File: config.mk
export PLATFORM = sky130hd
export DESIGN_NAME = sweep_prune_pair_emitter
export DESIGN_NICKNAME = d
export VERILOG_FILES = /design/src/spe_pkg.sv /design/src/spe_sets.sv /design/src/spe_scan.sv /design/src/sweep_prune_pair_emitter.sv
export VERILOG_INCLUDE_DIRS = /design/src /design/src/src
export SDC_FILE = /design/constraint.sdc
export NUM_CORES = 1
export LEC_CHECK = 0
export ABC_AREA = 1
export BUFFER_PORTS_ARGS = -buffer_cell sky130_fd_sc_hd__buf_2
export CAP_MARGIN = 40
export CORE_MARGIN = 2
export CORE_UTILIZATION = 40
export DETAILED_ROUTE_END_ITERATION = 6
export GPL_TIMING_DRIVEN = 0
export PLACE_DENSITY = 0.67
export SYNTH_ARGS = -nofsm -noshare
export SYNTH_HDL_FRONTEND = slang
export SYNTH_SLANG_ARGS = --single-unit
export TNS_END_PERCENT = 100
File: constraint.sdc
create_clock -name clk -period 5.8 [get_ports clk]
set_input_delay 0.87 -clock clk [delete_from_list [all_inputs] [get_ports clk]]
set_output_delay 0.87 -clock clk [all_outputs]
set_load 0.005 [all_outputs]
File: src/assert_macros.svh
// Assertion macros shared by the sweep-and-prune pair emitter RTL.
// Expects clk and arst_n in the scope of each use.
`ifndef ASSERT_MACROS_SVH
`define ASSERT_MACROS_SVH
`ifndef NO_ASSERTIONS
`define ASSERT_CLK(lbl, prop, msg) \
	lbl: assert property (@(posedge clk) disable iff (!arst_n) prop) else $error(msg);
`define ASSERT_NEVER(lbl, expr, msg) \
	lbl: assert property (@(posedge clk) disable iff (!arst_n) !(expr)) else $error(msg);
`else
`define ASSERT_CLK(lbl, prop, msg)
`define ASSERT_NEVER(lbl, expr, msg)
`endif
`endif

File: src/spe_pkg.sv
// Shared types and constants for the sweep-and-prune pair emitter.
// No dependencies.
package spe_pkg;

	localparam int IDX_W = 6;
	localparam int GRP_BITS = 8;

	typedef struct packed {
		logic             new_sweep;
		logic             is_end;
		logic             from_object;
		logic [IDX_W-1:0] geom_index;
	} event_t;

	typedef struct packed {
		logic [IDX_W-1:0] pair_first;
		logic [IDX_W-1:0] pair_second;
		logic             last_pair;
	} result_t;

	typedef struct packed {
		logic emit;
		logic last;
	} scan_stat_t;

	typedef enum logic {
		ST_IDLE,
		ST_SCAN
	} state_t;

endpackage

File: src/spe_sets.sv
// Active-set bitmaps of both objects and the per-event set update.
// Depends on spe_pkg.
module spe_sets #(
	parameter int MAX_GEOMS = 64
) (
	input  logic                  clk,
	input  logic                  arst_n,
	input  logic                  accept,
	input  spe_pkg::event_t       evt,
	output logic [MAX_GEOMS-1:0]  other,
	output logic                  scan
);
	import spe_pkg::*;

	logic [MAX_GEOMS-1:0] first_q, second_q;
	logic [MAX_GEOMS-1:0] base_first, base_second, bit_sel;
	logic [MAX_GEOMS-1:0] first_nxt, second_nxt;
	logic                 in_range;

	always_comb begin
		in_range    = {1'b0, evt.geom_index} < (IDX_W+1)'(MAX_GEOMS);
		base_first  = evt.new_sweep ? '0 : first_q;
		base_second = evt.new_sweep ? '0 : second_q;
		bit_sel     = MAX_GEOMS'(1) << evt.geom_index;
		other       = evt.from_object ? base_first : base_second;
		scan        = accept && in_range && !evt.is_end && (|other);
		first_nxt   = base_first;
		second_nxt  = base_second;
		if (in_range) begin
			if (!evt.from_object) begin
				first_nxt = evt.is_end ? (base_first & ~bit_sel) : (base_first | bit_sel);
			end else begin
				second_nxt = evt.is_end ? (base_second & ~bit_sel) : (base_second | bit_sel);
			end
		end
	end

	// own bit goes in at accept; the scan works from a snapshot of the other set
	always_ff @(posedge clk or negedge arst_n) begin
		if (!arst_n) begin
			first_q  <= '0;
			second_q <= '0;
		end else if (accept) begin
			first_q  <= first_nxt;
			second_q <= second_nxt;
		end
	end

endmodule

File: src/spe_scan.sv
// Shared scan unit: walks a snapshot of the other active set eight bits at a
// time and emits one pair per set bit. Depends on spe_pkg and assert_macros.svh.
`include "assert_macros.svh"
module spe_scan #(
	parameter int MAX_GEOMS = 64
) (
	input  logic                   clk,
	input  logic                   arst_n,
	input  logic                   load,
	input  logic                   run,
	input  logic [MAX_GEOMS-1:0]   vec,
	input  logic [spe_pkg::IDX_W-1:0] own_idx,
	input  logic                   own_obj,
	output spe_pkg::scan_stat_t    stat,
	output logic                   result_valid,
	output spe_pkg::result_t       result
);
	import spe_pkg::*;

	localparam int NGRP  = (MAX_GEOMS + GRP_BITS - 1) / GRP_BITS;
	localparam int GW    = (NGRP > 1) ? $clog2(NGRP) : 1;
	localparam int NPAD  = 1 << GW;
	localparam int PAD_W = NPAD * GRP_BITS;

	logic [PAD_W-1:0]    wrk_q, wrk_nxt;
	logic [GW-1:0]       grp_q;
	logic [IDX_W-1:0]    own_q;
	logic                obj_q;
	logic [GRP_BITS-1:0] grp_bits, low_oh;
	logic [2:0]          enc;
	logic [IDX_W-1:0]    hit_idx;
	logic                result_valid_q;
	result_t             result_q;

	always_comb begin
		grp_bits = wrk_q[{grp_q, 3'b000} +: GRP_BITS];
		low_oh   = grp_bits & (~grp_bits + 1'b1);
		enc      = '0;
		for (int i = GRP_BITS - 1; i >= 0; i--) begin
			if (grp_bits[i]) begin
				enc = 3'(i);
			end
		end
		hit_idx   = IDX_W'({grp_q, enc});
		wrk_nxt   = wrk_q & ~(PAD_W'(low_oh) << {grp_q, 3'b000});
		stat.emit = run && (|grp_bits);
		stat.last = stat.emit && (wrk_nxt == '0);
	end

	always_ff @(posedge clk or negedge arst_n) begin
		if (!arst_n) begin
			wrk_q          <= '0;
			grp_q          <= '0;
			result_valid_q <= 1'b0;
		end else begin
			result_valid_q <= stat.emit;
			if (load) begin
				wrk_q <= PAD_W'(vec);
				grp_q <= '0;
			end else if (stat.emit) begin
				wrk_q <= wrk_nxt;
			end else if (run) begin
				// empty group: advance
				grp_q <= grp_q + 1'b1;
			end
		end
	end

	always_ff @(posedge clk) begin
		if (load) begin
			own_q <= own_idx;
			obj_q <= own_obj;
		end
		if (stat.emit) begin
			result_q.pair_first  <= obj_q ? hit_idx : own_q;
			result_q.pair_second <= obj_q ? own_q : hit_idx;
			result_q.last_pair   <= stat.last;
		end
	end

	assign result_valid = result_valid_q;
	assign result       = result_q;

	`ASSERT_CLK(a_skip_no_beat, (run && !stat.emit) |=> !result_valid, "beat without a hit")
	`ASSERT_NEVER(a_load_in_scan, load && run, "scan reloaded while running")

endmodule

File: src/sweep_prune_pair_emitter.sv
// Sweep-and-prune pair emitter. End events, out-of-range indexes and starts
// against an empty other set leave busy low. A start with pairs holds busy
// while the scan unit emits each pair and steps past each 8-bit group below the
// group of its highest pair, and the next beat is taken once busy falls; each pair leaves as
// a one-cycle beat in the cycle after the scan unit finds it. Receiver cannot stall.
// Reset (arst_n low, asynchronous) clears both active sets and goes idle.
`include "assert_macros.svh"
module sweep_prune_pair_emitter #(
	parameter int MAX_GEOMS = 64
) (
	input  logic             clk,
	input  logic             arst_n,
	input  logic             start,
	output logic             busy,
	input  spe_pkg::event_t  evt,
	output logic             result_valid,
	output spe_pkg::result_t result
);
	import spe_pkg::*;

	state_t               state_q, state_nxt;
	logic                 accept, scan;
	logic [MAX_GEOMS-1:0] other;
	scan_stat_t           stat;

	assign busy   = (state_q == ST_SCAN);
	assign accept = start && !busy;

	spe_sets #(.MAX_GEOMS(MAX_GEOMS)) u_sets (
		.clk    (clk),
		.arst_n (arst_n),
		.accept (accept),
		.evt    (evt),
		.other  (other),
		.scan   (scan)
	);

	spe_scan #(.MAX_GEOMS(MAX_GEOMS)) u_scan (
		.clk          (clk),
		.arst_n       (arst_n),
		.load         (scan),
		.run          (busy),
		.vec          (other),
		.own_idx      (evt.geom_index),
		.own_obj      (evt.from_object),
		.stat         (stat),
		.result_valid (result_valid),
		.result       (result)
	);

	always_ff @(posedge clk or negedge arst_n) begin
		if (!arst_n) begin
			state_q <= ST_IDLE;
		end else begin
			state_q <= state_nxt;
		end
	end

	always_comb begin
		state_nxt = state_q;
		case (state_q)
			ST_IDLE: begin
				if (scan) begin
					state_nxt = ST_SCAN;
				end
			end
			ST_SCAN: begin
				if (stat.last) begin
					state_nxt = ST_IDLE;
				end
			end
			default: state_nxt = ST_IDLE;
		endcase
	end

	`ASSERT_CLK(a_idle_after_last, $fell(busy) |-> (result_valid && result.last_pair), "no last pair")
	`ASSERT_CLK(a_beat_from_scan, result_valid |-> $past(busy), "beat outside a scan")
	`ASSERT_CLK(a_last_ends_scan, (result_valid && result.last_pair) |-> !busy, "scan past last pair")

endmodule
Word level (Yosys, flattened, before mapping)
Index checks and enable logic that the tools add are counted.
{"block": "classes", "n_reduce_logical": 13, "bitwise_logic": 10, "n_addsub": 2, "shift": 3, "muxes": 25, "n_eq_ne": 1}
{"op": "64-bit 2-to-1 mux", "count": 9}
{"op": "64-bit AND", "count": 3}
{"op": "64-bit NOT", "count": 2}
{"op": "64-bit bitwise OR", "count": 2}
{"op": "64-bit zero test", "count": 1}
{"op": "64-bit OR reduction", "count": 1}
{"op": "64-bit by 7-bit variable part select with 8-bit output", "count": 1}
{"op": "1-bit by 6-bit left shift with 64-bit output, first input constant", "count": 1}
{"op": "8-bit by 6-bit left shift with 64-bit output", "count": 1}
{"op": "3-bit 2-to-1 mux", "count": 11}
{"op": "6-bit 2-to-1 mux", "count": 2}
{"op": "8-bit by 1-bit adder with 8-bit output, second input constant", "count": 1}
{"op": "8-bit AND", "count": 1}
{"op": "8-bit NOT", "count": 1}
{"op": "8-bit OR reduction", "count": 1}
{"op": "1-bit logical AND", "count": 5}
{"op": "2-bit nonzero test", "count": 2}
{"op": "3-bit by 1-bit adder with 3-bit output, second input constant", "count": 1}
{"op": "1-bit zero test", "count": 2}
{"op": "1-bit 2-to-1 mux", "count": 2}
{"op": "2-bit inequality test, second input constant", "count": 1}
{"op": "1-bit one-hot mux with 2 select lines", "count": 1}
{"op": "2-bit AND reduction", "count": 1}
{"op": "1-bit NOT", "count": 1}
{"block": "totals", "elab_cells": 65, "inputBits": 12, "output_inout_bits": 15, "reg_bits": 217}

Logic depth before layout (Yosys ltp)
Gate-level depths: netlist (run 1).
{"block": "depth", "ltp_word": 11, "depth_mapped": 20}

Cells and area by module
A second synthesis (run 1) with hierarchy kept.
{"block": "hier_totals", "cells_unflattened": 2234, "hier_area_um2": 14580.2}
{"mod": "spe_sets", "n_inst": 1, "area_each_um2": 8963.6, "cells_per_inst": 1478}
{"mod": "spe_scan", "n_inst": 1, "area_each_um2": 5565.3, "cells_per_inst": 748}
{"mod": "sweep_prune_pair_emitter", "n_inst": 1, "area_each_um2": 51.3, "cells_per_inst": 8}

Worst setup path before layout (run 1)
No wires, ideal clock.
{"block": "synth_path", "kind": "in2reg", "from": "input evt[8] (netlist name)", "to": "register u_scan.wrk_q[56]", "setup_time_ns": 0.142, "cell_stages": 16, "required_ns": 5.658, "t_arrival_ns": 2.564, "setup_slack_ns": 3.094, "cell_sequence": "buf_4 > inv_2 > buf_6 > buf_2 > nand3_1 > o21ai_1 > nor4_1 > nand4_1 > nor2_1 > nand2_1 > nand3_2 > inv_2 > buf_6 > buf_6 > nand2_1 > o221ai_1"}
{"block": "synth_via", "elab_chain_cells": 5, "word_cells_on_any_way": 7, "cone_classes": "mux (4); reduce/logical (3)"}
{"item": "start, declared", "line_no": "sweep_prune_pair_emitter.sv:15", "source": "input spe_pkg::event_t evt,"}
{"item": "64-bit 2-to-1 mux (on tied branches)", "line_no": "spe_sets.sv:23, spe_sets.sv:22"}
{"item": "64-bit 2-to-1 mux *", "line_no": "spe_sets.sv:25", "source": "other = evt.from_object ? base_first : base_second;"}
{"item": "64-bit OR reduction", "line_no": "spe_sets.sv:26", "source": "scan = accept && in_range && !evt.is_end && (|other);"}
{"item": "1-bit logical AND", "line_no": "spe_sets.sv:26"}
{"item": "64-bit 2-to-1 mux or 2-bit nonzero test (tied branches)"}
{"item": "end signal, assigned", "line_no": "spe_scan.sv:58", "source": "wrk_q <= PAD_W'(vec);"}
{"item": "end signal, assigned", "line_no": "spe_scan.sv:61", "source": "wrk_q <= wrk_nxt;"}
{"item": "end, declared", "line_no": "spe_scan.sv:25", "source": "logic [PAD_W-1:0] wrk_q, wrk_nxt;"}
Mark *: on every way between the ends. The rest lies on a longest branch, timed or not.
A chain may end at the register's enable or synchronous reset.

Worst setup path in the final report (run 1)
{"block": "layout_path", "from": "input evt[6] (netlist name)", "to": "register u_scan.wrk_q[33]"}
{"block": "layout_via", "elab_chain_cells": 4, "word_cells_on_any_way": 5, "cone_classes": "mux (2); reduce/logical (3)"}
{"item": "64-bit 2-to-1 mux *", "line_no": "spe_sets.sv:25"}
{"item": "64-bit OR reduction", "line_no": "spe_sets.sv:26"}
{"item": "1-bit logical AND", "line_no": "spe_sets.sv:26"}
{"item": "64-bit 2-to-1 mux or 2-bit nonzero test (tied branches)"}
Marked as above.

==> impl_summary.txt, run 1 <==
----------------------------------------------------
[Power and ir drop]
  Part of the total power dissipated in combinational logic ... 7.5%
  Worst-case vdd ir drop ... 229 uV
  Leak pwr ... 6.71 nW
  Power spent charging and discharging nets ... 0.000939 W
  Internal power ... 0.00260 W
  Power Dens Cells ... 225 mW/mm2
  Switching share of power ... 26.5%
  Proportion of power drawn by the clock network ... 49.2%
  Relative contribution of sequential cells to total power ... 43.2%

[Detailed routing]
  Post-detailed-route wirelength per cell ... 24.8 um
  DRC Markers ... 0
  Vias ... 15644
  Routed Antenna Nets ... 0
  Routed wire length ... 63.0 mm
  Violation count after the first detailed-routing iteration ... 2221
  Number of detailed-route iterations in the first pass ... 6
  Routed vias/inst ... 6.17

[Layout]
  Number of diodes added for antenna fixing ... 0
  Area of the multi-input gates ... 0.00690 mm2
  Share of cells above drive strength 1 ... 7.68%
  Final net count ... 2075
  Sequential cell area ... 0.00553 mm2
  Number of fill cells in the layout ... 3619
  Area Growth Syn to Fin ... 12.0%

[Clocking]
  CTS tree ... yes
  CTS root buffer ... clkbuf_16
  Count of clock tree sinks ... 217
  Number of hold buffers added after CTS ... 0
  Clock buffers created by TritonCTS ... 26
  Deepest clock path buffer count ... 3
  Number of instances resized during post-cts repair ... 0
  CTS H-Tree Depth ... 1
  CTS clock-pin slew for the worst setup and hold paths ... 0.06 ns
  Insertion delay to the later sink of the worst-skew pair ... 0.58 ns
  Post-CTS setup buffers ... 0

[Logic synthesis]
  Count leader, synth ... nand2_1
  Cell type contributing the most total cell area after synthesis ... dfrtp_1
  Cell count after synthesis ... 2001
  Most frequent cells after synthesis ... nand2_1, inv_1, o21ai_0, dfrtp_1, nor2_1
  Top cell type's share of synthesized area ... 35.1%
  Total number of yosys warnings ... 0
  Number of different library cells in the post-synthesis netlist ... 35
  Seq/Total Area, Yosys ... 39.4%
  #FFs+latches synth ... 217
  Post-synth top flop ... dfrtp_1
  Leading post-synthesis cells by cell area ... dfrtp_1, nand2_1, o21ai_0
  Share of synthesized flip-flops with an asynchronous set or reset ... 90.8%
  Post-Syn Area ... 0.0140 mm2
  Syn Area/Cell ... 7.01 um2
  Number of flops mapped to enable cells by yosys ... 20
  Syn Nets ... 2014

[GRT]
  Number of global-route vias before repair ... 14535
  Aggregate global-route resource usage ... 34.5%
  GR Overflow Total ... 0
  First-pass GRT wire length ... 92.8 mm
  Antenna violations before repair ... 3
  Maximum number of pins on one net before global-route repair ... 86

[STA]
  Final setup vio count ... 0
  Number of endpoints with negative hold slack in the final report ... 0
  Achievable frequency ... 0.254 GHz
  Transition time at the pin with the least slew margin ... 1.07 ns
  Final worst clock skew ... 0.0260 ns
  RSZ-0062 raised after global routing ... false
  Setup slack of the critical path after layout ... 1.87 ns
  Shortest clock period the worst path allows after layout ... 3.93 ns
  Ratio of final minimum period to clock period ... 67.8%
  Slew HR ... 28.0%
  Setup tns final ... 0 ns
  Max-slew violation total from the final report ... 0

[Setup path]
  Flop-to-flop setup slack ... 2.37 ns
  Dominant delay contributor by cell family on the critical path ... buffers and inverters
  Slowest-stage cell, CP ... clkbuf_1
  Worst EP arrival ... 4.37 ns
  Delay of the slowest cell on the worst path ... 0.65 ns
  Critical Path Sink Type ... flop
  Crit path required time ... 6.24 ns
  CP most frequent cell ... buf_2
  Crit start category ... input pin
  Top fanout value on the critical path ... 10
  Startpoint-to-endpoint class of the critical path ... input pin to flop
  Crit-path cells ... buf_2 > buf_2 > clkbuf_1 > o21ai_0 > buf_2 > nor4_1 > nand4_1 > nor2_1 > nand2_1 > nand3_2 > inv_2 > buf_6 > buf_6 > nand2_1 > o221ai_1
  Buffer and inverter count on the worst path ... 7

[Floorplanning]
  Initial Utilization ... 40.6%
  Placement row count ... 68
  Die X ... 191 um
  Core Area ... 0.0345 mm2
  Full die area ... 0.0366 mm2
  I/O pin count ... 27
  Chip Height ... 191 um

[Job]
  Max-cap violations ... 0

[Run status]
  Run status ... complete, no violations

[Placed design]
  Post-place setup slack ... 1.67 ns
  Post-detailed-placement half-perimeter wirelength ... 46.1 mm
  Weighted congestion at the end of routability-driven global placement ... 1.09
  Total of buffers placed on input and output ports ... 25

[Hold path]
  Worst hold path type ... input pin to async pin

----------------------------------------------------
## logic make-up (layout without fill, tap and decap cells)
group                      after synthesis  in the layout  share of synthesized area [%]
DFF                                    217            217                           39.4
and+or+nand+nor                        934            934                           28.1
AOI/OAI and AO/OA                      463            463                           21.0
adders and majority gates                1              1                         0.0891
buffers and inverters                  386            467                           11.4
## area by class of cell
type / instances / area share [%]
sequential: 217 / 35.2
timing repair buffer: 33 / 1.40
clock inverter: 12 / 1.01
tap: 455 / 3.62
buffer: 161 / 4.81
multi-input combinational: 1398 / 43.9
clock buffer: 36 / 4.70
inverter: 225 / 5.37
## per-stage QoR
step / hold WS [ns] / instances / area [um2] / utilization, % / power [W]
after global placement: 0.463 / 2481 / 14700 / 42.6 / 0.00180
after CTS: 0.179 / 2534 / 15700 / 45.5 / 0.00353
after global routing: 0.195 / 2537 / 15700 / 45.5 / 0.00362
final: 0.167 / 2537 / 15700 / 45.5 / 0.00354
after detailed placement: 0.466 / 2486 / 14800 / 42.9 / 0.00181
after floorplan: 0.449 / 2001 / 14000 / - / 0.00167
## final timing paths
path | start | to | cells after the start
worst max-delay path | evt[6] | u_scan.wrk_q[33] | 15
worst min-delay path | arst_n | u_scan.wrk_q[32] | 1
min in group clk | u_sets.second_q[10] | u_sets.second_q[10] | 2
max in group asynchronous | arst_n | u_sets.second_q[20] | 3
worst max register to register | u_scan.grp_q[1] | busy | 19
worst min register to register | u_sets.second_q[10] | u_sets.second_q[10] | 2
## power groups by stage
stage	Combinational (W)	Sequential, W	Clock, W
after global placement	0.000243	0.00156	0
after floorplan	0.000113	0.00156	0
after detailed placement	0.000249	0.00156	0
after CTS	0.000250	0.00153	0.00175
final	0.000267	0.00153	0.00174
after global routing	0.000276	0.00153	0.00181
## placed cells by master, fill, tap and decap left out, types with 30 or more instances in the layout
cell type and n:
dfrtp_1 197, inv_1 218, nand2_1 524, nor2_1 187, o221ai_1 47, o311ai_0 70
a31oi_1 30, nand4_1 43, buf_2 68, clkbuf_1 96, o21ai_0 200, nand3_1 136
o21ai_1 37
## layer usage
layer / up-vias / track usage [%] / part of all wire (%) / wire length, um
met5: - / 0 / 0.013 / 8
met4: 2 / 23.9 / 8.4 / 5270
met3: 279 / 9.62 / 12 / 7340
met2: 1110 / 51.0 / 42 / 26500
met1: 7338 / 43.4 / 38 / 23900
li1: 6915 / - / - / -
## sequential cells by signal, indices dropped and copies added (netlist names)
name,cells
u_scan.obj_q,1
u_scan.result_valid,1
u_scan.wrk_q,64
u_sets.first_q,64
u_sets.second_q,64
u_scan.own_q,6
u_scan.result,13
u_scan.grp_q,3
busy,1
## worst reg2reg max path: stages (launching register included)
cell	delay, ns
dfrtp_1	0.35
buf_4	0.21
inv_2	0.17
buf_4	0.25
nand3_1	0.13
nand2_1	0.06
nand2_1	0.06
nand2_1	0.14
nor2_1	0.28
nand2_1	0.16
nor2_2	0.40
nand4_1	0.15
nand2_1	0.12
nand2_1	0.05
nor2_1	0.24
nand2_1	0.09
nor2_1	0.14
nand3_1	0.18
nand2_1	0.10
nand2_1	0.05
(Power assumes the default switching activity.)
==> inputs of run 2 (changes only) <==
PLACE_DENSITY = 0.69   (was 0.67)
clock period = 3.5 ns   (was 5.8 ns; I/O delays follow)
==> impl_summary.txt, run 2 (same netlist as run 1, synthesis figures left out) <==
----------------------------------------------------
[Run status]
  Run status ... complete, but fails checks (was complete, no violations)
  Failing checks ... design-rule violations

[GRT]
  Antenna violations before repair ... 2 (was 3)
  First-pass GRT wire length ... 93.7 mm (was 92.8 mm)
  Aggregate global-route resource usage ... 34.7% (was 34.5%)
  Number of global-route vias before repair ... 14540 (was 14535)
  GR Overflow Total ... 0 (unchanged)
  Maximum number of pins on one net before global-route repair ... 111 (was 86)

[Power and ir drop]
  Switching share of power ... 26.1% (was 26.5%)
  Worst-case vdd ir drop ... 344 uV (was 229 uV)
  Leak pwr ... 6.69 nW (was 6.71 nW)
  Internal power ... 0.00441 W (was 0.00260 W)
  Part of the total power dissipated in combinational logic ... 7.3% (was 7.5%)
  Power spent charging and discharging nets ... 0.00156 W (was 0.000939 W)
  Overall power consumption ... 0.00597 W (was 0.00354 W)
  Proportion of power drawn by the clock network ... 50.2% (was 49.2%)
  Relative contribution of sequential cells to total power ... 42.5% (was 43.2%)
  Power Dens Cells ... 380 mW/mm2 (was 225 mW/mm2)

[Clocking]
  Insertion delay to the later sink of the worst-skew pair ... 0.56 ns (was 0.58 ns)
  CTS tree ... yes (unchanged)
  CTS root buffer ... clkbuf_16 (unchanged)
  Number of instances resized during post-cts repair ... 0 (unchanged)
  CTS H-Tree Depth ... 1 (unchanged)
  Number of hold buffers added after CTS ... 0 (unchanged)
  Deepest clock path buffer count ... 3 (unchanged)
  Clock buffers created by TritonCTS ... 26 (unchanged)
  CTS clock-pin slew for the worst setup and hold paths ... 0.07 ns (was 0.06 ns)
  Count of clock tree sinks ... 217 (unchanged)
  Post-CTS setup buffers ... 0 (unchanged)

[Setup path]
  Delay of the slowest cell on the worst path ... 0.64 ns (was 0.65 ns)
  Startpoint-to-endpoint class of the critical path ... input pin to flop (unchanged)
  Dominant delay contributor by cell family on the critical path ... buffers and inverters (unchanged)
  Critical Path Sink Type ... flop (unchanged)
  Depth of the worst register-to-register path ... 14 (was 19)
  Crit path required time ... 3.92 ns (was 6.24 ns)
  Startpoint of the worst-slack reg-to-reg timing path ... u_scan.grp_q[1] (unchanged)
  Crit start category ... input pin (unchanged)
  Worst EP arrival ... 3.82 ns (was 4.37 ns)
  Top fanout value on the critical path ... 16 (was 10)
  CP most frequent cell ... buf_2 (unchanged)
  Buffer and inverter count on the worst path ... 7 (unchanged)
  Worst r2r dst ... busy (unchanged)
  Crit-path cells ... buf_2 > buf_2 > clkbuf_1 > o21ai_0 > buf_2 > nor4_1 > nand4_1 > nor2_1 > nand2_1 > nand3_2 > inv_2 > buf_6 > buf_6 > nand2_1 > o211ai_1 (was buf_2 > buf_2 > clkbuf_1 > o21ai_0 > buf_2 > nor4_1 > nand4_1 > nor2_1 > nand2_1 > nand3_2 > inv_2 > buf_6 > buf_6 > nand2_1 > o221ai_1)
  Flop-to-flop setup slack ... 0.17 ns (was 2.37 ns)
  Slowest-stage cell, CP ... clkbuf_1 (unchanged)

[STA]
  Achievable frequency ... 0.294 GHz
  Shortest clock period the worst path allows after layout ... 3.40 ns
  Final setup vio count ... 0 (unchanged)
  Final worst clock skew ... 0.0148 ns (was 0.0260 ns)
  Number of endpoints with negative hold slack in the final report ... 0 (unchanged)
  Max-slew violation total from the final report ... 0 (unchanged)
  Slew HR ... 33.6% (was 28.0%)
  Setup tns final ... 0 ns (unchanged)
  Transition time at the pin with the least slew margin ... 0.985 ns (was 1.07 ns)
  RSZ-0062 raised after global routing ... false (unchanged)
  Ratio of final minimum period to clock period ... 97.1%

[Layout]
  Summed area of non-filler cells in the final layout ... 0.0157 mm2 (about the same)
  Final net count ... 2073 (was 2075)
  Post-layout util ... 45.5% (about the same)
  Biggest registers after layout ... u_scan.wrk_q x64, u_sets.first_q x64, u_sets.second_q x64 (unchanged)
  Number of diodes added for antenna fixing ... 0 (unchanged)
  Most common cell after layout, fill and taps aside ... nand2_1 (unchanged)
  Area Growth Syn to Fin ... 11.9% (was 12.0%)
  Share of cells above drive strength 1 ... 7.45% (was 7.68%)
  Most used cells in the layout excluding fill and tap cells ... nand2_1, inv_1, o21ai_0 (unchanged)

[Detailed routing]
  Violation count after the first detailed-routing iteration ... 2302 (was 2221)
  WL met3 ... 6.38 mm (was 7.34 mm)
  Length of routed wiring on met1 ... 24.8 mm (was 23.9 mm)
  Routed vias/inst ... 6.13 (was 6.17)
  Routed wire length ... 63.7 mm (was 63.0 mm)
  Post-detailed-route wirelength per cell ... 25.1 um (was 24.8 um)
  Met2 wire length ... 28.1 mm (was 26.5 mm)
  Number of detailed-route iterations in the first pass ... 7 (was 6)
  Vias ... 15529 (was 15644)
  Routed Antenna Nets ... 0 (unchanged)
  DRC Markers ... 4 (was 0)
  Top layer in use ... met5 (unchanged)

[Floorplanning]
  Initial Utilization ... 40.6% (unchanged)
  Chip Height ... 191 um (unchanged)
  Full die area ... 0.0366 mm2 (unchanged)
  Core Area ... 0.0345 mm2 (unchanged)
  Die X ... 191 um (unchanged)
  Placement row count ... 68 (unchanged)
  I/O pin count ... 27 (unchanged)

[Placed design]
  Weighted congestion at the end of routability-driven global placement ... 0.996 (was 1.09)
  Total of buffers placed on input and output ports ... 25 (unchanged)
  Placed standard-cell area ... 0.0148 mm2 (about the same)
  Post-detailed-placement half-perimeter wirelength ... 46.8 mm (was 46.1 mm)

[Hold path]
  Worst hold path type ... input pin to async pin (unchanged)

[Job]
  Max-cap violations ... 0 (unchanged)

----------------------------------------------------
-- run 2: cell types whose count changed in the layout (fill, tap and decap cells not counted), sizes merged --
| cell | change |
|---|---|
| clkbuf | -2 |
| clkinvlp | +2 |
| a21oi | +1 |
| inv | -1 |
| clkinv | -1 |
| bufinv | +2 |
| buf | -3 |
-- run 2: through the flow --
step                      worst slack (ns)  hold slack [ns]  instances
after floorplan                       1.13            0.229       2001
after global placement               -1.83            0.463       2481
after detailed placement            -0.376            0.465       2485
after CTS                            0.180            0.113       2533
after global routing                0.0478            0.161       2535
final                                0.102           0.0726       2535
-- run 2: metal layers --
layer | vias to the layer above | GRT usage [%]
met4 | 4 | 19.5
met5 | - | 0
met3 | 219 | 6.32
met2 | 1007 | 54.3
li1 | 6923 | -
met1 | 7376 | 45.2
-- run 2: final cells by class --
class | count | area (um2)
Tap cell | 455 | 569
Multi-Input combinational cell | 1399 | 6910
Sequential cell | 217 | 5530
Inverter | 225 | 845
Timing Repair Buffer | 30 | 183
Clock buffer | 34 | 712
Fill cell | 3602 | 18800
Buffer | 161 | 757
Clock inverter | 14 | 199
-- run 2: how the worst max path moves through the flow --
stage                                from                 end  cells past startpoint  slack (ns)
after floorplan           u_scan.grp_q[1]                busy                     18        1.13
after global placement             arst_n  u_sets.first_q[50]                      1       -1.83
after detailed placement           evt[6]    u_scan.wrk_q[43]                     14       -0.38
after CTS                          evt[6]    u_scan.wrk_q[43]                     14        0.18
after global routing               evt[6]    u_scan.wrk_q[48]                     15        0.05
final                              evt[6]    u_scan.wrk_q[43]                     15        0.10
-- run 2: power by group through the flow --
stage / sequential (W) / clock, W / combinational (W)
final: 0.00254 / 0.00299 / 0.000435
after global routing: 0.00254 / 0.00308 / 0.000452
after CTS: 0.00254 / 0.00299 / 0.000413
after detailed placement: 0.00258 / 0 / 0.000412
after global placement: 0.00259 / 0 / 0.000406
after floorplan: 0.00259 / 0 / 0.000187
-- run 2: worst reg2reg max path, delay by kind of cell, from the launching register on --
kind                   cells  cell delay [ns]
and+or+nand+nor            9             1.20
DFF                        1             0.38
buffers and inverters      5             1.64
